### src/hdl/vdi_pkg.sv
// Shared types, constants and helper function of the vertex dedup indexer.
// Used by vdi_match, vdi_accum and the top level; depends on nothing else.
package vdi_pkg;

  localparam int MAX_VERTICES = 4096;
  localparam int IDX_W        = $clog2(MAX_VERTICES);
  localparam int CNT_W        = $clog2(MAX_VERTICES + 1);
  localparam int COMP_W       = 16;
  localparam int SUM_W        = 20;
  localparam int TOL_W        = 16;
  localparam int KEY_COMPS    = 8;
  localparam int KEY_W        = KEY_COMPS * COMP_W;
  localparam int ACC_COMPS    = 6;
  localparam int DELTA_W      = ACC_COMPS * COMP_W;
  localparam int SUMS_W       = ACC_COMPS * SUM_W;
  localparam logic [TOL_W-1:0] TOL_RESET = TOL_W'(41);

  typedef struct packed {
    logic        mode;
    logic [11:0] read_index;
    logic [47:0] position_in;
    logic [47:0] normal_in;
    logic [31:0] uv_in;
    logic [47:0] tangent_in;
    logic [47:0] bitangent_in;
  } vdi_in_t;

  typedef struct packed {
    logic [11:0] vertex_index;
    logic        is_new;
    logic        table_full;
    logic [59:0] tangent_sum;
    logic [59:0] bitangent_sum;
  } vdi_out_t;

  typedef enum logic [2:0] {
    ST_IDLE,
    ST_SCAN,
    ST_HIT_RD,
    ST_HIT_UPD,
    ST_MISS,
    ST_RD_RD,
    ST_RD_OUT,
    ST_FINISH
  } vdi_state_t;

  localparam logic MODE_SUBMIT = 1'b0;
  localparam logic MODE_READ   = 1'b1;

  // Adds one signed component into a signed sum and clamps to the sum range.
  function automatic logic [SUM_W-1:0] sat_add(input logic [SUM_W-1:0]  s,
                                               input logic [COMP_W-1:0] c);
    logic [SUM_W:0] t;
    t = {s[SUM_W-1], s} + {{(SUM_W + 1 - COMP_W){c[COMP_W-1]}}, c};
    if (t[SUM_W] != t[SUM_W-1]) begin
      sat_add = t[SUM_W] ? {1'b1, {(SUM_W-1){1'b0}}} : {1'b0, {(SUM_W-1){1'b1}}};
    end else begin
      sat_add = t[SUM_W-1:0];
    end
  endfunction

endpackage

### src/hdl/vdi_accum.sv
// Saturating accumulate unit for the six tangent and bitangent components.
// Depends on vdi_pkg.
module vdi_accum
  import vdi_pkg::*;
(
  input  logic [SUMS_W-1:0]  sums_in,
  input  logic [DELTA_W-1:0] delta,
  output logic [SUMS_W-1:0]  sums_out
);

  always_comb begin
    for (int k = 0; k < ACC_COMPS; k++) begin
      sums_out[k*SUM_W +: SUM_W] = sat_add(sums_in[k*SUM_W +: SUM_W],
                                           delta[k*COMP_W +: COMP_W]);
    end
  end

endmodule

### config.mk
export PLATFORM = sky130hd
export DESIGN_NAME = vdi_accum
export DESIGN_NICKNAME = d
export VERILOG_FILES = /design/src/hdl/vdi_pkg.sv /design/src/hdl/vdi_accum.sv
export SDC_FILE = /design/constraint.sdc
export NUM_CORES = 1
export LEC_CHECK = 0
export BUFFER_PORTS_ARGS = -buffer_cell sky130_fd_sc_hd__buf_2
export CORE_AREA = 2 2 132 134
export DETAILED_ROUTE_END_ITERATION = 16
export DIE_AREA = 0 0 134 136
export PLACE_DENSITY = 0.72
export SYNTH_ARGS = -nofsm -noshare
export SYNTH_HDL_FRONTEND = slang
export SYNTH_SLANG_ARGS = --single-unit
### constraint.sdc
create_clock -name vclk -period 4.75
set_clock_uncertainty 0.15 [all_clocks]
set_input_delay 0.95 -clock vclk [all_inputs]
set_output_delay 0.95 -clock vclk [all_outputs]
set_load 0.01 [all_outputs]
==> flow_results.xml <==
<?xml version="1.0" encoding="UTF-8"?>
<metrics>
  <group name="outcome">
    <metric name="run_status" unit="">finished, final reports clean</metric>
  </group>
  <group name="final_layout">
    <metric name="finish.utilization" unit="">0.545</metric>
    <metric name="finish.net_count" unit="">1661</metric>
    <metric name="seq_area" unit="sq um">0</metric>
    <metric name="numSequentialCells" unit="">0</metric>
    <metric name="drive_above_1_share" unit="">0.341</metric>
    <metric name="syn_to_final_growth" unit="%">36.2</metric>
    <metric name="layout.filler_cells" unit="">1669</metric>
    <metric name="num-clock-buffers" unit="">0</metric>
    <metric name="design_area" unit="sq um">9200</metric>
  </group>
  <group name="worst_setup_path">
    <metric name="cp.required" unit="ps">3650</metric>
    <metric name="arrival_worst_endpoint" unit="ps">3630</metric>
    <metric name="end_kind" unit="">output port</metric>
    <metric name="worst-path-max-fanout" unit="">6</metric>
    <metric name="setup.worst_path.class" unit="">in -&gt; out</metric>
    <metric name="critical_path.startpoint_type" unit="">input pin</metric>
  </group>
  <group name="routing">
    <metric name="finalWirelength" unit="mm">23.5</metric>
    <metric name="drtIter0Drc" unit="">375</metric>
    <metric name="vias_per_cell" unit="">5.54</metric>
    <metric name="drt_pre_antenna_iters" unit="">5</metric>
    <metric name="detail_route.wl_per_cell" unit="microns">15.2</metric>
    <metric name="route.antenna.remaining_nets" unit="">0</metric>
    <metric name="post-route-drc-count" unit="">0</metric>
    <metric name="num_vias" unit="">8551</metric>
  </group>
  <group name="die">
    <metric name="placement_rows" unit="">48</metric>
    <metric name="fp.dieArea" unit="sq um">18200</metric>
    <metric name="initial_utilization" unit="">0.400</metric>
    <metric name="core" unit="sq um">16900</metric>
    <metric name="fp.dieH" unit="microns">136</metric>
    <metric name="design.portCount" unit="">336</metric>
    <metric name="die_w" unit="microns">134</metric>
  </group>
  <group name="grt">
    <metric name="grt_usage" unit="">0.231</metric>
    <metric name="antenna_found_initial" unit="">2</metric>
    <metric name="wire_length_of_the_first_global_routing_pass" unit="mm">35.6</metric>
    <metric name="grt_start_max_net_pins" unit="">20</metric>
    <metric name="busiest_layer" unit="">met2</metric>
    <metric name="met3_usage_grt" unit="">0.0246</metric>
    <metric name="gr-usage-met2" unit="">0.397</metric>
    <metric name="number_of_global_route_vias_before_repair" unit="">7558</metric>
    <metric name="grt.overflow.total" unit="">0</metric>
    <metric name="gr-usage-met1" unit="">0.310</metric>
  </group>
  <group name="placed_design">
    <metric name="pre_cts_ws" unit="ps">-201</metric>
    <metric name="detailed_placement_hpwl" unit="mm">19.9</metric>
    <metric name="numPortBuffers" unit="">336</metric>
    <metric name="postPlaceCellArea" unit="sq um">8860</metric>
    <metric name="routabilityCongestion" unit="">0.931</metric>
  </group>
  <group name="timing">
    <metric name="fin_crit_sh" unit="">0.996</metric>
    <metric name="max_slew.worst_pin.slew" unit="ps">637</metric>
    <metric name="timing.final.ws_setup" unit="ps">21.2</metric>
    <metric name="report.final.hold_viol_count" unit="">0</metric>
    <metric name="setup_viol_count_final" unit="">0</metric>
    <metric name="max_slew_margin" unit="">0.575</metric>
    <metric name="final.min_clock_period" unit="ps">4730</metric>
    <metric name="max_clock_freq" unit="MHz">211</metric>
    <metric name="slew_violations" unit="">0</metric>
    <metric name="fin_tns_setup" unit="ps">0</metric>
  </group>
  <group name="clock_network">
    <metric name="post_cts_hold_buffer_count" unit="">0</metric>
  </group>
  <group name="pwr">
    <metric name="finalPower" unit="mW">1.85</metric>
    <metric name="p_leak" unit="nW">4.64</metric>
    <metric name="worst_supply_voltage_drop_on_vdd" unit="mV">0.124</metric>
    <metric name="power_density" unit="nW/um^2">201</metric>
  </group>
  <group name="synthesis">
    <metric name="avgSynthCellArea" unit="sq um">7.16</metric>
    <metric name="post_synth_instance_area" unit="sq um">6750</metric>
    <metric name="synth.yosys.warnings" unit="">0</metric>
    <metric name="synthDominantAreaCellType" unit="">sky130_fd_sc_hd__ha_1</metric>
    <metric name="post_synth_main_area_contributors" unit="">sky130_fd_sc_hd__ha_1, sky130_fd_sc_hd__a21oi_1, sky130_fd_sc_hd__o21ai_0</metric>
    <metric name="register_area_share_after_synthesis" unit="">0</metric>
    <metric name="post_synthesis_cells" unit="">943</metric>
    <metric name="synth_fp_nets" unit="">1285</metric>
    <metric name="synth_commonest_cells" unit="">sky130_fd_sc_hd__a21oi_1, sky130_fd_sc_hd__ha_1, sky130_fd_sc_hd__o21ai_0, sky130_fd_sc_hd__nor2_1, sky130_fd_sc_hd__nand2_1</metric>
    <metric name="synth_top_area_frac" unit="">0.222</metric>
    <metric name="post-synth-top-count-cell" unit="">sky130_fd_sc_hd__a21oi_1</metric>
    <metric name="yosysUniqueCellTypes" unit="">81</metric>
  </group>
  <group name="flow_run">
    <metric name="max-cap-violations" unit="">0</metric>
  </group>
  <group name="worst_hold_path">
    <metric name="holdPathEnd" unit="">sums_out[60]</metric>
    <metric name="timing.hold.worst.class" unit="">in -&gt; out</metric>
    <metric name="hold_path_startpoint" unit="">delta[48]</metric>
    <metric name="whs_path_depth" unit="">5</metric>
  </group>
</metrics>
-- critical path, cell delays in order --
cell and delay, ps:
sky130_fd_sc_hd__buf_2 100, sky130_fd_sc_hd__ha_1 360, sky130_fd_sc_hd__a21o_1 200, sky130_fd_sc_hd__a21o_1 190, sky130_fd_sc_hd__a2111oi_0 460, sky130_fd_sc_hd__o21ai_0 230
sky130_fd_sc_hd__o221ai_1 170, sky130_fd_sc_hd__xnor2_2 150, sky130_fd_sc_hd__buf_4 160, sky130_fd_sc_hd__nor2_4 40, sky130_fd_sc_hd__buf_4 160, sky130_fd_sc_hd__o31ai_1 260
sky130_fd_sc_hd__buf_2 190
-- layer usage --
metal	vias up	wire length [microns]
li1	4313	-
met1	3876	10400
met2	318	11000
met3	42	1490
met4	2	600
met5	-	11
-- worst max-delay path by stage --
stage                      from            to  slack, ps
finish              sums_in[52]  sums_out[43]         20
global route        sums_in[52]  sums_out[48]       -130
CTS                 sums_in[40]  sums_out[48]          7
detailed placement  sums_in[20]  sums_out[38]       -200
global placement    sums_in[20]  sums_out[38]       -110
floorplan           sums_in[20]  sums_out[36]        360
-- logic make-up after synthesis --
kind of cell | Yosys count | share of synthesized area
AO/OA/AOI/OAI | 400 | 0.389
AND/OR/NAND/NOR | 241 | 0.179
multiplexers | 6 | 0.0115
XOR/XNOR | 88 | 0.116
buffers and inverters | 69 | 0.0447
adder cells (fa/ha/maj) | 139 | 0.259
-- cell usage in the layout (no fill, tap or decap), types with 4 or more instances in the layout --
cell type,netlist,final
sky130_fd_sc_hd__a211o_1,4,4
sky130_fd_sc_hd__a211oi_1,12,11
sky130_fd_sc_hd__a21o_1,49,49
sky130_fd_sc_hd__a21oi_1,126,124
sky130_fd_sc_hd__a31oi_1,14,13
sky130_fd_sc_hd__and2_1,8,8
sky130_fd_sc_hd__and3_1,6,6
sky130_fd_sc_hd__buf_2,4,336
sky130_fd_sc_hd__buf_4,4,51
sky130_fd_sc_hd__fa_1,6,6
sky130_fd_sc_hd__ha_1,120,119
sky130_fd_sc_hd__inv_1,51,51
sky130_fd_sc_hd__maj3_1,13,13
sky130_fd_sc_hd__mux2i_1,4,4
sky130_fd_sc_hd__nand2_1,54,54
sky130_fd_sc_hd__nand2b_1,17,17
sky130_fd_sc_hd__nand3_1,16,16
sky130_fd_sc_hd__nand4_1,4,4
sky130_fd_sc_hd__nor2_1,66,65
sky130_fd_sc_hd__nor2b_1,18,16
sky130_fd_sc_hd__nor3_1,20,20
sky130_fd_sc_hd__o211ai_1,10,10
sky130_fd_sc_hd__o21a_1,17,17
sky130_fd_sc_hd__o21ai_0,85,77
sky130_fd_sc_hd__o21ai_1,11,15
sky130_fd_sc_hd__o21ai_2,1,4
sky130_fd_sc_hd__o21bai_1,9,9
sky130_fd_sc_hd__o221ai_1,5,4
sky130_fd_sc_hd__o31a_1,5,5
sky130_fd_sc_hd__o31ai_1,15,13
sky130_fd_sc_hd__or2_2,4,4
sky130_fd_sc_hd__or3_1,6,6
sky130_fd_sc_hd__xnor2_1,45,44
sky130_fd_sc_hd__xor2_1,41,41
-- stage by stage --
stage | instances | hold slack, ps
after floorplan | 943 | 2040
after global placement | 1519 | 2170
after detailed placement | 1519 | 2180
after CTS | 1524 | 2190
after global routing | 1542 | 2210
final | 1544 | 2190
-- final cells by class --
class	instances	area (sq um)	share of cell area
multi-input cells	877	6610	0.719
repair buffers	389	2100	0.229
well taps	225	282	0.0306
inverters	51	191	0.0208
diodes	2	5.00	0.000544
-- power breakdown --
part	internal [mW]	switching [mW]	leakage, nW
Sequential	0	0	0
Combinational	0.823	1.03	4.64
Clock	0.0000000564	0	0.0000127
Total	0.823	1.03	4.64
-- what timing repair did --
action	CTS	global route
resized for setup	5	33
pin swaps	2	14
cloned	0	3
endpoints found under the hold margin	0	0
buffers inserted	5	15
endpoints found under the setup margin	39	69
No activity file was read; power rests on OpenSTA's default activity.
