===== src/hdl/vdi_ram.sv =====
// Generic single write port, single read port RAM with a registered read.
// Stand-alone; used for the key store and the sum store.
module vdi_ram #(
  parameter int WIDTH = 8,
  parameter int DEPTH = 16
) (
  input  logic                     clk,
  input  logic                     wr_en,
  input  logic [$clog2(DEPTH)-1:0] wr_addr,
  input  logic [WIDTH-1:0]         wr_data,
  input  logic [$clog2(DEPTH)-1:0] rd_addr,
  output logic [WIDTH-1:0]         rd_data
);

  logic [WIDTH-1:0] mem [DEPTH];

  always_ff @(posedge clk) begin
    if (wr_en) begin
      mem[wr_addr] <= wr_data;
    end
    rd_data <= mem[rd_addr];
  end

endmodule


===== config.mk =====
export PLATFORM = sky130hd
export DESIGN_NAME = vdi_ram
export DESIGN_NICKNAME = d
export VERILOG_FILES = /design/src/hdl/vdi_ram.sv
export SDC_FILE = /design/constraint.sdc
export NUM_CORES = 1
export LEC_CHECK = 0
export ABC_AREA = 1
export BUFFER_PORTS_ARGS = -buffer_cell sky130_fd_sc_hd__buf_2
export CORE_UTILIZATION = 65
export DETAILED_ROUTE_END_ITERATION = 10
export PLACE_DENSITY = 0.9
export SLEW_MARGIN = 5
export SYNTH_ARGS = -nofsm -noshare
export SYNTH_HDL_FRONTEND = slang
export SYNTH_SLANG_ARGS = --single-unit

===== constraint.sdc =====
create_clock -name clk -period 3.6 [get_ports clk]
set_clock_uncertainty 0.2 [all_clocks]
set_input_delay 0.36 -clock clk [delete_from_list [all_inputs] [get_ports clk]]
set_output_delay 0.36 -clock clk [all_outputs]
set_load 0.01 [all_outputs]

==> flow_summary_export.csv, run 1 <==
group,metric,value,unit
outcome,status,"finished clean",
setup_path,crit_fanout,33,
die,initial_core_util,68.80,%
timing,fin_setup_tns,0,ns
synthesis,yosysSeqAreaShare,69.43,%
synthesis,ys.flop_type,"edfxtp_1",
cells_and_area,area_growth,11.72,%
global_route,overflow,0,
min_path,min_path_type,"input port to register",
cells_and_area,final_layout_size_suffix_gt1_share,9.898,%
timing,grt_setup_unrepaired,"false",
place,portBuffers,25,
clocking,clock_latency,0.53,ns
timing,finalSetupViolations,0,
timing,maxSlewHeadroom,27.04,%
synthesis,synth_edf_count,128,
global_route,antenna_found_initial,0,
detailed_routing,dr.pass1.iters,5,
synthesis,synthArstFlopShare,0,%
clocking,cts.sinks,136,
detailed_routing,dr_total_vias,4047,
clocking,cts_tree,"yes",
synthesis,synth_area,5767,um2
synthesis,synth_common_cells,"nand2_1 (173), edfxtp_1 (128), inv_1 (100)",
die,ios,26,
timing,period_share,49.48,%
global_route,grt_pass1_vias,3911,
detailed_routing,drt-total-wl,13080,um
clocking,cts_hold_buf,1,
die,rows,33,
synthesis,synth_top_area_share,66.65,%
setup_path,startpoint_type,"input port",
setup_path,crit_buf_inv,2,
setup_path,crit_type,"input port to register",
place,dp_cells,658,
setup_path,end_kind,"register",
synthesis,ys_types,12,
clocking,cts-buffers-inserted,17,
cells_and_area,final_area,6442,um2
timing,final_max_slew_viol_count,0,
synthesis,yosysWarnings,0,
setup_path,crit_chain,"buf_2 > inv_2 > nand3_1 > nand3_1 > nand3_1 > nand2_1",
timing,hold_viol,0,
synthesis,synth_nets,569,
die,chipWidth,96.19,um
pwr,vdd_drop_max,0.3775,mV
setup_path,slowest_delay,0.56,ns
synthesis,synthTopCellsByArea,"edfxtp_1 (67%), nand2_1 (11%), nand3_1 (8.4%)",
global_route,grt_pass1_wl,20290,um
synthesis,yosysTopAreaCell,"edfxtp_1",
die,core_area,8382,um2
global_route,grt_max_degree,65,
detailed_routing,vias_per_cell,5.857,
synthesis,syn-mean-instance-area,10.47,um2
place,place_area,5864,um2
detailed_routing,drt-wirelength-per-cell,18.93,um
clocking,post_cts_resized,0,
timing,worstMarginPinSlew,1.094,ns
setup_path,worst_path_dominant_cell_family,"buffers and inverters",
clocking,cts-root-buf,"clkbuf_8",
place,place_hpwl,7386,um
die,dieArea,9253,um2
cells_and_area,fill_cells,477,
setup_path,slowest_stage,"buf_2",
cells_and_area,n_antenna_cell,0,
synthesis,ys_seq_elements,136,
timing,fmax,561.4,MHz
clocking,clock_path_buffers,2,
setup_path,crit_required,3.82,ns
detailed_routing,ant_nets,0,
die,die_h,96.19,um
pwr,p_per_area,567.0,nW/um2
pwr,leakage,2.785,nW
cells_and_area,instances_no_fill,691,
synthesis,yosysMostFrequentCell,"nand2_1",
setup_path,cp_common_cell,"nand3_1",
setup_path,crit_arrival,2.00,ns
synthesis,synthCells,551,
clocking,ctsHtreeMaxLevel,4,
global_route,grt_usage,31.92,%
detailed_routing,drc,0,
timing,min_period,1.781,ns
place,gp_congestion,0.8832,
clocking,clkTransAtPathRegs,0.06,ns
clocking,postCtsSetupRepairBufs,0,
cells_and_area,nets,591,
detailed_routing,drt_iter0_drc,515,
flow_run,drv_cap,0,
[where the power goes]
part / total, mW / switching (mW) / internal, mW
logic: 0.214 / 0.157 / 0.0564
registers: 1.78 / 0.0107 / 1.77
clock network: 1.66 / 0.667 / 0.991
[worst register-to-register path: cells and delay by family, from the launching register on]
family | cells | cell delay [ns]
flops | 1 | 0.37
buf+inv | 1 | 0.08
simple gates | 5 | 0.60
[per-stage QoR]
stage	hold slack, ns	utilization (%)	setup slack, ns	power [mW]
floorplan	0.2589	-	2.089	1.942
global placement	0.4460	69.97	1.426	2.007
detailed placement	0.4757	69.97	1.385	2.018
CTS	0.03743	76.86	1.883	3.648
global route	0.04259	76.86	1.709	3.740
finish	0.05111	76.86	1.819	3.653
[routing by layer]
| metal | global-route usage (%) | wire, um | up-vias |
|---|---|---|---|
| met1 | 40.43 | 4642 | 1875 |
| li1 | - | - | 1813 |
| met4 | 16.04 | 493 | 0 |
| met2 | 50.83 | 6428 | 308 |
| met3 | 8.768 | 1517 | 51 |
| met5 | 0 | 0 | - |
[final timing paths]
kind	startpoint	to	slack (ns)	cells after the start
setup / recovery	rd_addr[1]	rd_data[7]$_DFF_P_	1.82	6
hold / removal	wr_data[1]	mem[7][1]$_DFFE_PP_	0.05	1
setup reg to reg	mem[8][1]$_DFFE_PP_	rd_data[1]$_DFF_P_	2.25	6
hold reg to reg	mem[11][2]$_DFFE_PP_	rd_data[2]$_DFF_P_	0.49	6
[placed cells by master (no fill, tap or decap), types with 3 or more instances in the layout]
cell        Yosys  final
nor2_1         17     17
buf_2          13     25
inv_6           0      3
nand2_1       173    173
clkbuf_16       0     16
inv_1         100    100
clkinvlp_4      0      5
nand3_1        97     97
edfxtp_1      128    128
dfxtp_1         8      8
[registers in the layout (all words and copies together), names as in the netlist]
signal / count
mem: 128
rd_data: 8
[logic make-up after synthesis]
logic type             Yosys count  share of synthesized area [%]
AND/OR/NAND/NOR                289                          21.05
flip-flops                     136                          69.43
buffers and inverters          126                          9.525
[area by class of cell]
| type | instances | area, um2 | area share (%) |
|---|---|---|---|
| Clock buffer | 19 | 421.7 | 6.545 |
| Clock inverter | 13 | 146.4 | 2.272 |
| Inverter | 102 | 382.9 | 5.943 |
| Multi-Input combinational cell | 289 | 1214 | 18.84 |
| Sequential cell | 136 | 4004 | 62.15 |
| Tap cell | 105 | 131.4 | 2.039 |
| Timing Repair Buffer | 27 | 142.6 | 2.214 |
(Power assumes the default switching activity.)
==> run 2: changes to the inputs <==
--- a/config.mk
+++ b/config.mk
@@ -5,11 +5,11 @@
 export SDC_FILE = /design/constraint.sdc
 export NUM_CORES = 1
 export LEC_CHECK = 0
-export ABC_AREA = 1
+export ABC_AREA = 0
 export BUFFER_PORTS_ARGS = -buffer_cell sky130_fd_sc_hd__buf_2
-export CORE_UTILIZATION = 65
+export CORE_UTILIZATION = 54
 export DETAILED_ROUTE_END_ITERATION = 10
-export PLACE_DENSITY = 0.9
+export PLACE_DENSITY = 0.8
 export SLEW_MARGIN = 5
 export SYNTH_ARGS = -nofsm -noshare
 export SYNTH_HDL_FRONTEND = slang
==> constraint.sdc (replaced) <==
create_clock -name clk -period 1.5 [get_ports clk]
set_clock_uncertainty 0.2 [all_clocks]
set_input_delay 0.15 -clock clk [delete_from_list [all_inputs] [get_ports clk]]
set_output_delay 0.15 -clock clk [all_outputs]
set_load 0.01 [all_outputs]
==> run 2 against run 1 <==
Critical path type is now register to register; critical endpoint is now rd_data[0]$_DFF_P_; via count shrank 38%; critical path depth shrank 3; wire length fell by 23%; first-iteration DRC count down 50%; power rose by 150%; clock power rose to 2.6 times the previous value; the run now ends with negative setup slack left; non-clock buffer count grew 34; die area increased by 7.3%; synthesized cell count fell by 58%.
==> flow_summary_export.csv, run 2 <==
group,metric,value,unit
synthesis,yosysTopAreaCell,"edfxtp_1",
timing,worstMarginPinSlew,0.8756,ns
min_path,holdCritStartpoint,"wr_addr[1]",
global_route,grt_use_met2,37.13,%
synthesis,synth_edf_count,128,
clocking,cts-root-buf,"clkbuf_8",
detailed_routing,drt-total-wl,10120,um
synthesis,synth_top_area_share,74.67,%
clocking,clock_path_buffers,2,
min_path,min_path_type,"input port to register",
detailed_routing,drt-wirelength-per-cell,22.95,um
timing,grt_setup_unrepaired,"true",
pwr,switching_share,20.23,%
detailed_routing,drt_iter0_drc,255,
global_route,gr-usage-met1,32.02,%
global_route,met3_usage,5.552,%
setup_path,crit_type,"register to register",
synthesis,ys_seq_elements,136,
cells_and_area,final_cell_mix,"edfxtp_1 (128), buf_2 (25), buf_4 (24)",
setup_path,crit_required,1.70,ns
pwr,p_per_area,1420,nW/um2
flow_run,drv_cap,0,
clocking,clkTransAtPathRegs,0.06,ns
timing,finalSetupViolations,4,
detailed_routing,ant_nets,0,
setup_path,cp-startpoint,"mem[3][0]$_DFFE_PP_",
clocking,cts_tree,"yes",
die,dieArea,9927,um2
die,chipWidth,99.64,um
pwr,power_frac_comb,5.1,%
synthesis,synth_area,5147,um2
timing,maxSlewHeadroom,41.41,%
setup_path,crit_fanout,1,
detailed_routing,dr.pass1.iters,4,
pwr,p_switching,1.818,mW
pwr,vdd_drop_max,0.9058,mV
cells_and_area,final_layout_size_suffix_gt1_share,37.50,%
synthesis,ys_types,19,
die,initial_core_util,55.71,%
global_route,grt_max_degree,18,
synthesis,yosysMostFrequentCell,"edfxtp_1",
cells_and_area,nets,317,
setup_path,r2r_start,"mem[3][0]$_DFFE_PP_",
synthesis,yosysSeqAreaShare,77.78,%
timing,hold_viol,0,
synthesis,synthTopCellsByArea,"edfxtp_1 (75%), mux4_2 (7.9%), mux4_1 (7.1%)",
pwr,p_int,7.166,mW
synthesis,ys.flop_type,"edfxtp_1",
cells_and_area,largest_reg_flops,128,
cells_and_area,instances_no_fill,441,
place,gp_congestion,0.7294,
place,portBuffers,25,
pwr,clkPwrFrac,47.2,%
synthesis,synth_nets,247,
timing,setup_slack,-0.05942,ns
timing,final_max_slew_viol_count,0,
cells_and_area,top_register,"mem",
die,die_h,99.64,um
synthesis,syn-mean-instance-area,22.48,um2
pwr,leakage,2.169,nW
cells_and_area,n_antenna_cell,0,
cells_and_area,fill_cells,559,
cells_and_area,largestRegisters,"mem: 128 flops, rd_data: 8 flops",
clocking,clock_latency,0.51,ns
synthesis,synthCells,229,
global_route,grt_busiest_layer,"met2",
setup_path,startpoint_type,"register",
place,post-place-ws,-0.2956,ns
clocking,ctsHtreeMaxLevel,4,
timing,fin_setup_tns,-0.1114,ns
global_route,antenna_found_initial,0,
place,dp_cells,401,
synthesis,synthArstFlopShare,0,%
cells_and_area,final_common_cell,"edfxtp_1",
timing,fmax,641.3,MHz
global_route,grt_usage,23.01,%
outcome,status,"complete, but fails checks",
global_route,grt_pass1_vias,2619,
global_route,overflow,0,
setup_path,rrSetupSlack,-0.06,ns
setup_path,crit_arrival,1.76,ns
clocking,cts-buffers-inserted,17,
die,rows,35,
die,ios,26,
pwr,seqPwrFrac,47.7,%
global_route,grt_pass1_wl,15530,um
outcome,violations,"negative setup slack",
clocking,cts.sinks,136,
detailed_routing,dr_total_vias,2500,
detailed_routing,drc,0,
timing,period_share,104.0,%
setup_path,end_kind,"register",
pwr,power,8.984,mW
die,core_area,9240,um2
synthesis,yosysWarnings,0,
synthesis,synth_common_cells,"edfxtp_1 (128), mux4_2 (18), a22oi_1 (16)",
detailed_routing,vias_per_cell,5.669,
timing,min_period,1.559,ns
cells_and_area,area_growth,22.87,%
run 2: power by group through the flow:
stage	Sequential [mW]	Clock (mW)	Combinational (mW)
after floorplan	4.36	0	0.217
after global placement	4.36	0	0.409
after detailed placement	4.36	0	0.425
after CTS	4.29	4.28	0.459
after global routing	4.29	4.46	0.493
final	4.28	4.24	0.457
run 2: routing by layer:
| metal | wire (um) | share of wire (%) |
|---|---|---|
| met1 | 4247 | 42 |
| met2 | 5191 | 51 |
| met3 | 645 | 6.4 |
| met4 | 35 | 0.35 |
| met5 | 0 | 0 |
run 2: kinds of logic (layout without fill, tap and decap cells):
group,Yosys count,after routing,share of synthesized area (%)
AND/OR/NAND/NOR,35,35,3.184
buffers and inverters,10,93,1.677
multiplexers,32,32,15.02
flip-flops,136,136,77.78
AO/OA/AOI/OAI,16,16,2.334
run 2: final timing paths:
kind / end / depth (start not counted)
setup / recovery: rd_data[0]$_DFF_P_ / 3
hold / removal: mem[0][4]$_DFFE_PP_ / 3
setup reg to reg: rd_data[0]$_DFF_P_ / 3
hold reg to reg: rd_data[3]$_DFF_P_ / 3
run 2: area by class of cell:
class / count / area [um2] / share of cell area [%]
Clock buffer: 17 / 414.1 / 6.548
Clock inverter: 15 / 201.4 / 3.185
Multi-Input combinational cell: 83 / 1079 / 17.05
Sequential cell: 136 / 4004 / 63.30
Tap cell: 129 / 161.4 / 2.552
Timing Repair Buffer: 61 / 465.4 / 7.359
run 2: worst max-delay path, cell delays in order, from the launching register on:
cell	delay, ns
edfxtp_1	0.41
mux4_2	0.52
a22oi_2	0.24
nand2_1	0.09
run 2: through the flow:
step / cell area [um2] / hold WS, ns / utilization, %
5_1_grt: 6325 / 0.01884 / 68.45
3_3_place_gp: 5623 / 0.3395 / 60.85
6_report: 6325 / 0.02198 / 68.45
3_5_place_dp: 5623 / 0.3503 / 60.85
2_1_floorplan: 5162 / 0.04887 / -
4_1_cts: 6324 / 0.005289 / 68.44
run 2: what timing repair did:
action                                  4_1_cts  5_1_grt
endpoints found under the setup margin        7        8
hold buffers                                  8        0
hold endpoints to repair                    128        0
setup buffers                                 0        0
pin swaps                                     3        2
gates resized for setup                       8        2
