File: config.mk
export PLATFORM = sky130hd
export DESIGN_NAME = vdi_match
export DESIGN_NICKNAME = d
export VERILOG_FILES = /design/src/hdl/vdi_pkg.sv /design/src/hdl/vdi_match.sv
export SDC_FILE = /design/constraint.sdc
export NUM_CORES = 1
export LEC_CHECK = 0
export ABC_AREA = 0
export BUFFER_PORTS_ARGS = -buffer_cell sky130_fd_sc_hd__buf_2
export CORE_ASPECT_RATIO = 0.6
export CORE_MARGIN = 2
export CORE_UTILIZATION = 55
export DETAILED_ROUTE_END_ITERATION = 10
export PLACE_DENSITY_LB_ADDON = 0.3
export RECOVER_POWER = 100
export SLEW_MARGIN = 25
export SYNTH_ARGS = -nofsm -noshare
export SYNTH_HDL_FRONTEND = slang
export SYNTH_SLANG_ARGS = --single-unit
export TNS_END_PERCENT = 100
File: constraint.sdc
create_clock -name vclk -period 11.4
set_input_delay 1.14 -clock vclk [all_inputs]
set_output_delay 1.14 -clock vclk [all_outputs]
set_load 0.005 [all_outputs]
File: src/hdl/vdi_pkg.sv
// Shared types, constants and helper function of the vertex dedup indexer.
// Used by vdi_match, vdi_accum and the top level; depends on nothing else.
package vdi_pkg;

  localparam int MAX_VERTICES = 4096;
  localparam int IDX_W        = $clog2(MAX_VERTICES);
  localparam int CNT_W        = $clog2(MAX_VERTICES + 1);
  localparam int COMP_W       = 16;
  localparam int SUM_W        = 20;
  localparam int TOL_W        = 16;
  localparam int KEY_COMPS    = 8;
  localparam int KEY_W        = KEY_COMPS * COMP_W;
  localparam int ACC_COMPS    = 6;
  localparam int DELTA_W      = ACC_COMPS * COMP_W;
  localparam int SUMS_W       = ACC_COMPS * SUM_W;
  localparam logic [TOL_W-1:0] TOL_RESET = TOL_W'(41);

  typedef struct packed {
    logic        mode;
    logic [11:0] read_index;
    logic [47:0] position_in;
    logic [47:0] normal_in;
    logic [31:0] uv_in;
    logic [47:0] tangent_in;
    logic [47:0] bitangent_in;
  } vdi_in_t;

  typedef struct packed {
    logic [11:0] vertex_index;
    logic        is_new;
    logic        table_full;
    logic [59:0] tangent_sum;
    logic [59:0] bitangent_sum;
  } vdi_out_t;

  typedef enum logic [2:0] {
    ST_IDLE,
    ST_SCAN,
    ST_HIT_RD,
    ST_HIT_UPD,
    ST_MISS,
    ST_RD_RD,
    ST_RD_OUT,
    ST_FINISH
  } vdi_state_t;

  localparam logic MODE_SUBMIT = 1'b0;
  localparam logic MODE_READ   = 1'b1;

  // Adds one signed component into a signed sum and clamps to the sum range.
  function automatic logic [SUM_W-1:0] sat_add(input logic [SUM_W-1:0]  s,
                                               input logic [COMP_W-1:0] c);
    logic [SUM_W:0] t;
    t = {s[SUM_W-1], s} + {{(SUM_W + 1 - COMP_W){c[COMP_W-1]}}, c};
    if (t[SUM_W] != t[SUM_W-1]) begin
      sat_add = t[SUM_W] ? {1'b1, {(SUM_W-1){1'b0}}} : {1'b0, {(SUM_W-1){1'b1}}};
    end else begin
      sat_add = t[SUM_W-1:0];
    end
  endfunction

endpackage

File: src/hdl/vdi_match.sv
// Tolerance compare unit: checks all eight key components of one stored entry.
// Depends on vdi_pkg.
module vdi_match
  import vdi_pkg::*;
(
  input  logic [KEY_W-1:0] key_a,
  input  logic [KEY_W-1:0] key_b,
  input  logic [TOL_W-1:0] tol,
  output logic             hit
);

  always_comb begin
    logic [COMP_W:0] d;
    logic [COMP_W:0] mag;
    hit = 1'b1;
    for (int k = 0; k < KEY_COMPS; k++) begin
      d = {key_a[k*COMP_W + COMP_W-1], key_a[k*COMP_W +: COMP_W]}
        - {key_b[k*COMP_W + COMP_W-1], key_b[k*COMP_W +: COMP_W]};
      mag = d[COMP_W] ? (~d + 1'b1) : d;
      if (mag >= {1'b0, tol}) begin
        hit = 1'b0;
      end
    end
  end

endmodule

==> flow_metrics.py, run 1 <==
metrics = {
    "status": {
        "outcome": "finished, final reports clean",
    },
    "power": {
        "p_int_mw": 0.475,
        "power_density_nw_per_um2": 79.8,
        "seqPwrFrac": 0,
        "leakage_nw": 6.79,
        "combPwrFrac": 1.000,
        "switching_share": 0.561,
        "pwr-share-clk": 0,
        "ir_drop_v": 0.0000303,
        "p_sw_mw": 0.607,
    },
    "place": {
        "gp_congestion": 0.889,
        "numPortBuffers": 273,
        "placed_cells": 2213,
        "placed_area_um2": 13600,
        "dp.final_hpwl_um": 29100,
    },
    "timing": {
        "rsz0062_at_grt": "no",
        "clock.fmax_mhz": 118,
        "slew_headroom": 0.321,
        "fin_tns_setup_ps": 0,
        "finalCriticalPeriod_ps": 8500,
        "tightest_slew_ps": 1020,
        "post-route-period-util": 0.746,
        "hold_viol": 0,
        "setup_viol": 0,
        "slew_violations": 0,
    },
    "yosys": {
        "synthDistinctLibCells": 83,
        "synth.net_count": 2223,
        "yosys-top-cells-area": "ha_1 28%, xnor2_1 9.7%, inv_1 6.0%, a21oi_1 4.7%, o21ai_0 4.6%",
        "synth_seq_area_share": 0,
        "synth_cells": 1679,
        "synth_area_leader_cell": "ha_1",
        "yosysWarnings": 0,
        "synth.avg_cell_area_um2": 7.10,
        "netlist_area_um2": 11900,
        "synth_top_area_frac": 0.277,
    },
    "drt": {
        "first_iter_violations": 830,
        "drc": 0,
        "routed_via_density": 5.91,
        "ant_nets": 0,
        "drt_wl_total_um": 34400,
        "vias": 13093,
        "firstDrtPassIters": 5,
        "avgRoutedWirePerCell_um": 15.5,
    },
    "global_route": {
        "grt_first_pass_wirelength_um": 56300,
        "grt_overflow": 0,
        "grt_pass1_vias": 11995,
        "grt_max_degree": 18,
        "grtUsageTotal": 0.283,
        "antenna_found_initial": 2,
    },
    "worst_setup_path": {
        "cp-end-kind": "output pin",
        "critPathKind": "in2out",
        "cpPeakStageDelay_ps": 770,
        "crit_top_cell": "nor4_1",
        "critPathMaxFanout": 17,
        "startpoint_type": "primary input",
        "critPathArrivalTime_ps": 7360,
        "cp_slowest_cell": "o22ai_1",
        "required_ps": 10260,
    },
    "cts": {
        "cts_setup_buffers": 0,
        "cts-resized-gates": 0,
        "cts_hold_buf": 0,
    },
    "floorplanning": {
        "row_count": 41,
        "io_pins": 273,
        "start_util": 0.564,
        "die_y_um": 118,
        "dieArea_um2": 22900,
        "die_w_um": 194,
        "core_area_um2": 21100,
    },
    "final_layout": {
        "fin_util": 0.642,
        "drive_gt1_frac": 0.164,
        "ff_latch_area_um2": 0,
        "seq_cell_count": 0,
        "stdcell_count": 2214,
        "postLayoutCellArea_um2": 13600,
        "fin_nets": 2480,
        "synthToLayoutAreaGrowth_pct": 13.8,
        "clock_buffers": 0,
    },
    "worst_hold_path": {
        "hold_path.class": "in2out",
    },
    "flow_run": {
        "drv_cap": 0,
    },
}
[layer usage]
metal  track usage  part of all wire  vias up
li1              -                 -     6652
met1         0.410              0.49     5908
met2         0.464              0.42      482
met3        0.0206             0.066       51
met4        0.0455             0.016        0
met5             0                 0        -
[kinds of logic after synthesis]
group | count (synthesis) | share of synthesized area
mux | 8 | 0.00703
buf+inv | 207 | 0.0664
compound gates | 490 | 0.274
xor+xnor | 194 | 0.143
fa+ha+maj | 272 | 0.291
simple gates | 508 | 0.220
[final cells by class]
type,instances,area (µm²)
Antenna cell,1,2.50
Multi-Input combinational cell,1472,11100
Tap cell,279,349
Timing Repair Buffer,273,1370
Inverter,189,709
Fill cell,1985,7570
[through the flow]
stage / hold WS, ps / worst slack [ps] / power [mW]
finish: 3170 / 2900 / 1.08
global route: 3230 / 2580 / 1.22
CTS: 3210 / 2810 / 1.06
detailed placement: 3200 / 2830 / 1.06
global placement: 3210 / 3110 / 1.01
floorplan: 2770 / 4130 / 0.806
[worst paths after layout]
check / from / endpoint / slack (ps) / cells after the start
setup / recovery: key_a[112] / hit / 2900 / 26
hold / removal: key_a[127] / hit / 3170 / 7
[cells in the final DEF, fill, tap and decap left out, types with 7 or more instances in the layout]
cell | netlist | layout
buf_2 | 3 | 272
ha_1 | 264 | 264
inv_1 | 189 | 189
nor2_1 | 134 | 134
xnor2_1 | 132 | 132
a21oi_1 | 113 | 113
o21ai_0 | 109 | 109
nand2_1 | 96 | 96
xor2_1 | 62 | 62
a21o_1 | 44 | 44
nor3_1 | 41 | 41
o21a_1 | 33 | 33
nand4_1 | 31 | 31
nor2b_1 | 30 | 30
nand2b_1 | 28 | 28
nand3_1 | 28 | 28
a211oi_1 | 27 | 27
nor4_1 | 22 | 22
a31oi_1 | 23 | 22
or3_1 | 22 | 22
or2_2 | 16 | 16
o31ai_1 | 15 | 15
and3_1 | 12 | 12
a21boi_0 | 11 | 11
o211ai_1 | 11 | 11
o31a_1 | 11 | 11
a2111oi_0 | 10 | 10
and2_1 | 9 | 9
fa_1 | 8 | 8
a31o_2 | 7 | 7
[worst max-delay path: cells and delay by family]
family | cells | cell delay (ps)
compound gates | 9 | 2580
simple gates | 9 | 2150
fa+ha+maj | 3 | 890
buf+inv | 4 | 360
xor+xnor | 1 | 220
[cell usage after synthesis (30+ instances only)]
library cell	instances
a21o_1	44
a21oi_1	113
ha_1	264
inv_1	189
nand2_1	96
nand4_1	31
nor2_1	134
nor2b_1	30
nor3_1	41
o21a_1	33
o21ai_0	109
xnor2_1	132
xor2_1	62
[power by group through the flow]
stage                 Clock (mW)  Combinational, mW  Sequential [mW]
detailed placement             0               1.06                0
CTS                            0               1.06                0
global route        0.0000000117               1.22                0
finish              0.0000000117               1.08                0
floorplan                      0              0.806                0
global placement               0               1.01                0
No activity file was read; power rests on OpenSTA's default activity.
==> run 2: changes to the inputs <==
--- a/config.mk
+++ b/config.mk
@@ -5,7 +5,7 @@
 export SDC_FILE = /design/constraint.sdc
 export NUM_CORES = 1
 export LEC_CHECK = 0
-export ABC_AREA = 0
+export ABC_AREA = 1
 export BUFFER_PORTS_ARGS = -buffer_cell sky130_fd_sc_hd__buf_2
 export CORE_ASPECT_RATIO = 0.6
 export CORE_MARGIN = 2
==> constraint.sdc (replaced) <==
create_clock -name vclk -period 7.9
set_input_delay 0.79 -clock vclk [all_inputs]
set_output_delay 0.79 -clock vclk [all_outputs]
set_load 0.005 [all_outputs]
==> run 2 against run 1 <==
Synthesized area is 15% higher. Critical path type unchanged. Power is 65% higher. Hold slack lost 690 ps. Core utilization decreased by 0.82 points. Cell count grew 37%. Final area is 14% higher. Die area up 15%. Sequential share of layout area unchanged. Non-clock buffer count unchanged. Clock-buffer cell count is the same. Critical path depth up 6. Worst setup slack got worse by 850 ps.
==> flow_metrics.py, run 2 <==
metrics = {
    "power": {
        "leakage_nw": 9.75,
        "power_density_nw_per_um2": 116,
        "pwr-share-clk": 0,
        "seqPwrFrac": 0,
        "switching_share": 0.614,
        "p_sw_mw": 1.10,
        "ir_drop_v": 0.0000378,
        "combPwrFrac": 1.000,
        "p_int_mw": 0.689,
    },
    "timing": {
        "rsz0062_at_grt": "no",
        "post-route-period-util": 0.740,
        "slew_headroom": 0.611,
        "tightest_slew_ps": 583,
        "finalCriticalPeriod_ps": 5850,
        "fin_tns_setup_ps": 0,
        "slew_violations": 0,
        "setup_viol": 0,
        "clock.fmax_mhz": 171,
        "hold_viol": 0,
        "holdWs_ps": 2480,
    },
    "yosys": {
        "synth_area_leader_cell": "ha_1",
        "synth_cells": 2448,
        "netlist_area_um2": 13700,
        "synth.top_cells.by_count": "727 x nand2_1, 488 x inv_1, 264 x ha_1, 238 x nor2_1, 167 x nand3_1",
        "synth_seq_area_share": 0,
        "synthDistinctLibCells": 50,
        "yosys-top-cells-area": "ha_1 24%, nand2_1 20%, inv_1 13%, xor2_1 7.4%, nor2_1 6.5%",
        "synth_top_area_frac": 0.241,
        "synth.net_count": 2992,
        "yosysWarnings": 0,
        "yosysMostFrequentCell": "nand2_1",
        "synth.avg_cell_area_um2": 5.60,
    },
    "final_layout": {
        "synthToLayoutAreaGrowth_pct": 12.6,
        "fin_nets": 3258,
        "ff_latch_area_um2": 0,
        "clock_buffers": 0,
        "stdcell_count": 3034,
        "final_common_cell": "nand2_1",
        "layout_common_cells": "727 x nand2_1, 488 x inv_1, 273 x buf_2",
        "drive_gt1_frac": 0.124,
        "antenna_cells": 0,
        "seq_cell_count": 0,
    },
    "global_route": {
        "grt_max_degree": 16,
        "globalRoute.busiestLayer": "met2",
        "grtUsageTotal": 0.287,
        "grt_first_pass_wirelength_um": 65400,
        "grt_use_met3": 0.0112,
        "met2_usage": 0.465,
        "grtUsageMet1": 0.429,
        "grt_overflow": 0,
        "antenna_found_initial": 0,
        "grt_pass1_vias": 14438,
    },
    "place": {
        "numPortBuffers": 273,
        "dp.final_hpwl_um": 33700,
        "gp_congestion": 0.914,
        "placed_cells": 3034,
    },
    "floorplanning": {
        "die_w_um": 208,
        "dieArea_um2": 26200,
        "row_count": 44,
        "die_y_um": 126,
        "io_pins": 273,
        "core_area_um2": 24300,
        "start_util": 0.563,
    },
    "worst_setup_path": {
        "cp_slowest_cell": "fa_1",
        "cpPeakStageDelay_ps": 400,
        "critPathMaxFanout": 11,
        "critPathArrivalTime_ps": 5060,
        "required_ps": 7110,
        "critPathKind": "in2out",
        "startpoint_type": "primary input",
        "cp-end-kind": "output pin",
    },
    "cts": {
        "cts_hold_buf": 0,
        "cts_setup_buffers": 0,
        "cts-resized-gates": 0,
    },
    "drt": {
        "drc": 0,
        "firstDrtPassIters": 8,
        "routed_via_density": 5.19,
        "vias": 15756,
        "drt_wl_total_um": 38900,
        "ant_nets": 0,
        "avgRoutedWirePerCell_um": 12.8,
        "first_iter_violations": 1147,
    },
    "status": {
        "outcome": "finished, final reports clean",
    },
    "flow_run": {
        "drv_cap": 0,
    },
    "worst_hold_path": {
        "hold_path.class": "in2out",
    },
}
==> run 2: changes by cell type in the layout (fill, tap and decap cells not counted), sizes merged, moves of 62 or more <==
cell	change
xnor2	-91
inv	+303
nand2	+639
xor2	+62
nor2	+109
nand3	+142
==> run 2: area by class of cell <==
class / count / area, µm²
Multi-Input combinational cell: 1945 / 11800
Fill cell: 2370 / 8910
Inverter: 494 / 1860
Timing Repair Buffer: 273 / 1370
Tap cell: 322 / 403
==> run 2: power by group through the flow <==
| stage | clock, mW | sequential, mW | combinational [mW] |
|---|---|---|---|
| floorplan | 0 | 0 | 1.34 |
| global placement | 0 | 0 | 1.69 |
| detailed placement | 0 | 0 | 1.75 |
| CTS | 0 | 0 | 1.76 |
| global route | 0 | 0 | 2.05 |
| finish | 0 | 0 | 1.79 |
==> run 2: cells by family (layout without fill, tap and decap cells) <==
| family | Yosys count | count (layout) | synth area share |
|---|---|---|---|
| AND/OR/NAND/NOR | 1244 | 1244 | 0.380 |
| buffers and inverters | 503 | 767 | 0.139 |
| adder cells (fa/ha/maj) | 272 | 272 | 0.253 |
| AO/OA/AOI/OAI | 263 | 263 | 0.113 |
| XOR/XNOR | 165 | 165 | 0.114 |
| multiplexers | 1 | 1 | 0.000731 |
==> run 2: final timing paths <==
path       start   to  slack (ps)  cells after the start
min   key_a[109]  hit        2480                      9
max    key_a[96]  hit        2050                     32
==> run 2: metal layers <==
layer	vias up	routed length, µm
met4	0	482
li1	8268	-
met5	-	0
met1	6892	20000
met2	551	15800
met3	45	2530
==> run 2: through the flow <==
stage | utilization | setup WS, ps | area [µm²] | power (mW)
2_1_floorplan | - | 3060 | 13700 | 1.34
3_3_place_gp | 0.634 | 2430 | 15400 | 1.69
3_5_place_dp | 0.634 | 2240 | 15400 | 1.75
4_1_cts | 0.634 | 2230 | 15400 | 1.76
5_1_grt | 0.634 | 1620 | 15400 | 2.05
6_report | 0.634 | 2050 | 15400 | 1.79
==> run 2: worst max-delay path: cells and delay by family <==
family | cells | cell delay (ps)
AOI/OAI and AO/OA | 2 | 470
xor gates and xnor gates | 1 | 180
adders and majority gates | 3 | 800
buffers and inverters | 5 | 670
and+or+nand+nor | 21 | 2160
==> run 3: changes to the inputs <==
--- a/config.mk
+++ b/config.mk
@@ -5,7 +5,7 @@
 export SDC_FILE = /design/constraint.sdc
 export NUM_CORES = 1
 export LEC_CHECK = 0
-export ABC_AREA = 1
+export ABC_AREA = 0
 export BUFFER_PORTS_ARGS = -buffer_cell sky130_fd_sc_hd__buf_2
 export CORE_ASPECT_RATIO = 0.6
 export CORE_MARGIN = 2
==> constraint.sdc (replaced) <==
create_clock -name vclk -period 5.7
set_input_delay 0.57 -clock vclk [all_inputs]
set_output_delay 0.57 -clock vclk [all_outputs]
set_load 0.005 [all_outputs]
==> run 3 against run 2 <==
The flow now finishes with violations (negative setup slack). Power up 53%. Clock-buffer cell count unchanged. Die area shrank 13%. First-iteration DRC count grew 1.1%. Flip-flop and latch count unchanged. Global-route usage increased by 3.8 points. Wire length is 1.8% higher. Sequential share of layout area unchanged. Cell count decreased by 17%. Highest routed layer unchanged.
==> flow_metrics.py, run 3 (synthesized netlist as in run 1, its figures left out) <==
metrics = {
    "status": {
        "outcome": "finished, violations left",
        "violations": "negative setup slack",
    },
    "global_route": {
        "grt_overflow": 0,
        "grtUsageTotal": 0.325,
        "grt_first_pass_wirelength_um": 64800,
        "grt_max_degree": 15,
        "antenna_found_initial": 1,
        "grt_pass1_vias": 14053,
    },
    "worst_setup_path": {
        "cp_num_buf_inv": 4,
        "critPathArrivalTime_ps": 5810,
        "cp_slowest_cell": "or4b_4",
        "cp-end-kind": "output pin",
        "startpoint_type": "primary input",
        "critPathKind": "in2out",
        "path_delay_family": "simple AND/OR/NAND/NOR gates",
        "cpPeakStageDelay_ps": 500,
        "required_ps": 5130,
        "critPathMaxFanout": 3,
    },
    "worst_hold_path": {
        "hold_path.class": "in2out",
    },
    "final_layout": {
        "synthToLayoutAreaGrowth_pct": 36.7,
        "final_common_cell": "buf_4",
        "layout_common_cells": "317 x buf_4, 272 x buf_2, 260 x ha_1",
        "clock_buffers": 0,
        "seq_cell_count": 0,
        "ff_latch_area_um2": 0,
        "fin_nets": 2798,
        "drive_gt1_frac": 0.304,
        "postLayoutCellArea_um2": 16300,
    },
    "floorplanning": {
        "dieArea_um2": 22900,
        "row_count": 41,
        "start_util": 0.564,
        "die_w_um": 194,
        "die_y_um": 118,
        "io_pins": 273,
        "core_area_um2": 21100,
    },
    "timing": {
        "finalCriticalPeriod_ps": 6380,
        "slew_headroom": 0.501,
        "slew_violations": 0,
        "setup_viol": 1,
        "holdWs_ps": 2110,
        "timing.final.ws_setup_ps": -678,
        "hold_viol": 0,
        "rsz0062_at_grt": "yes",
        "clock.fmax_mhz": 157,
        "tightest_slew_ps": 742,
        "post-route-period-util": 1.12,
    },
    "power": {
        "power_density_nw_per_um2": 168,
        "ir_drop_v": 0.0000664,
        "leakage_nw": 8.41,
    },
    "drt": {
        "vias": 14642,
        "first_iter_violations": 1160,
        "avgRoutedWirePerCell_um": 15.6,
        "routed_via_density": 5.78,
        "firstDrtPassIters": 6,
        "drt_wl_total_um": 39600,
        "drc": 0,
        "ant_nets": 0,
    },
    "place": {
        "numPortBuffers": 273,
        "dp.final_hpwl_um": 33100,
        "placed_area_um2": 15900,
        "gp_congestion": 0.913,
    },
    "flow_run": {
        "drv_cap": 0,
    },
}
==> run 3: final cells by class <==
type | count | area, µm²
Inverter | 189 | 712
Fill cell | 1610 | 4840
Timing Repair Buffer | 591 | 3770
Tap cell | 279 | 349
Antenna cell | 1 | 2.50
Multi-Input combinational cell | 1472 | 11500
==> run 3: metrics by stage <==
step,setup slack [ps],utilization,setup TNS (ps),power [mW],std cells
2_1_floorplan,20.2,-,0,1.63,1679
3_3_place_gp,-516,0.754,-516,2.48,2523
3_5_place_dp,-713,0.754,-713,2.60,2523
4_1_cts,-523,0.760,-523,2.64,2526
5_1_grt,-911,0.771,-911,3.01,2532
6_report,-678,0.771,-678,2.74,2532
==> run 3: what timing repair did <==
item | 4_1_cts | 5_1_grt
resized for setup | 23 | 36
buffers inserted | 3 | 5
pin swaps | 11 | 32
endpoints found under the setup margin | 1 | 1
hold buffers | 0 | 0
==> run 3: layer usage <==
| metal | global-route usage | part of all wire |
|---|---|---|
| met1 | 0.463 | 0.47 |
| met2 | 0.537 | 0.44 |
| met3 | 0.0183 | 0.067 |
| met4 | 0.0724 | 0.021 |
| met5 | 0 | 0 |
==> run 3: path summary, 6_finish.rpt <==
check	startpoint	end	slack, ps	depth (start not counted)
worst max-delay path	key_a[96]	hit	-680	27
worst min-delay path	key_a[127]	hit	2110	7
==> run 3: where the power goes <==
group / switching [mW] / internal (mW) / total [mW] / leakage, nW
combinational: 1.39 / 1.34 / 2.74 / 8.41
clock: 0 / 0.0000000235 / 0.0000000235 / 0.00000634
sequential: 0 / 0 / 0 / 0
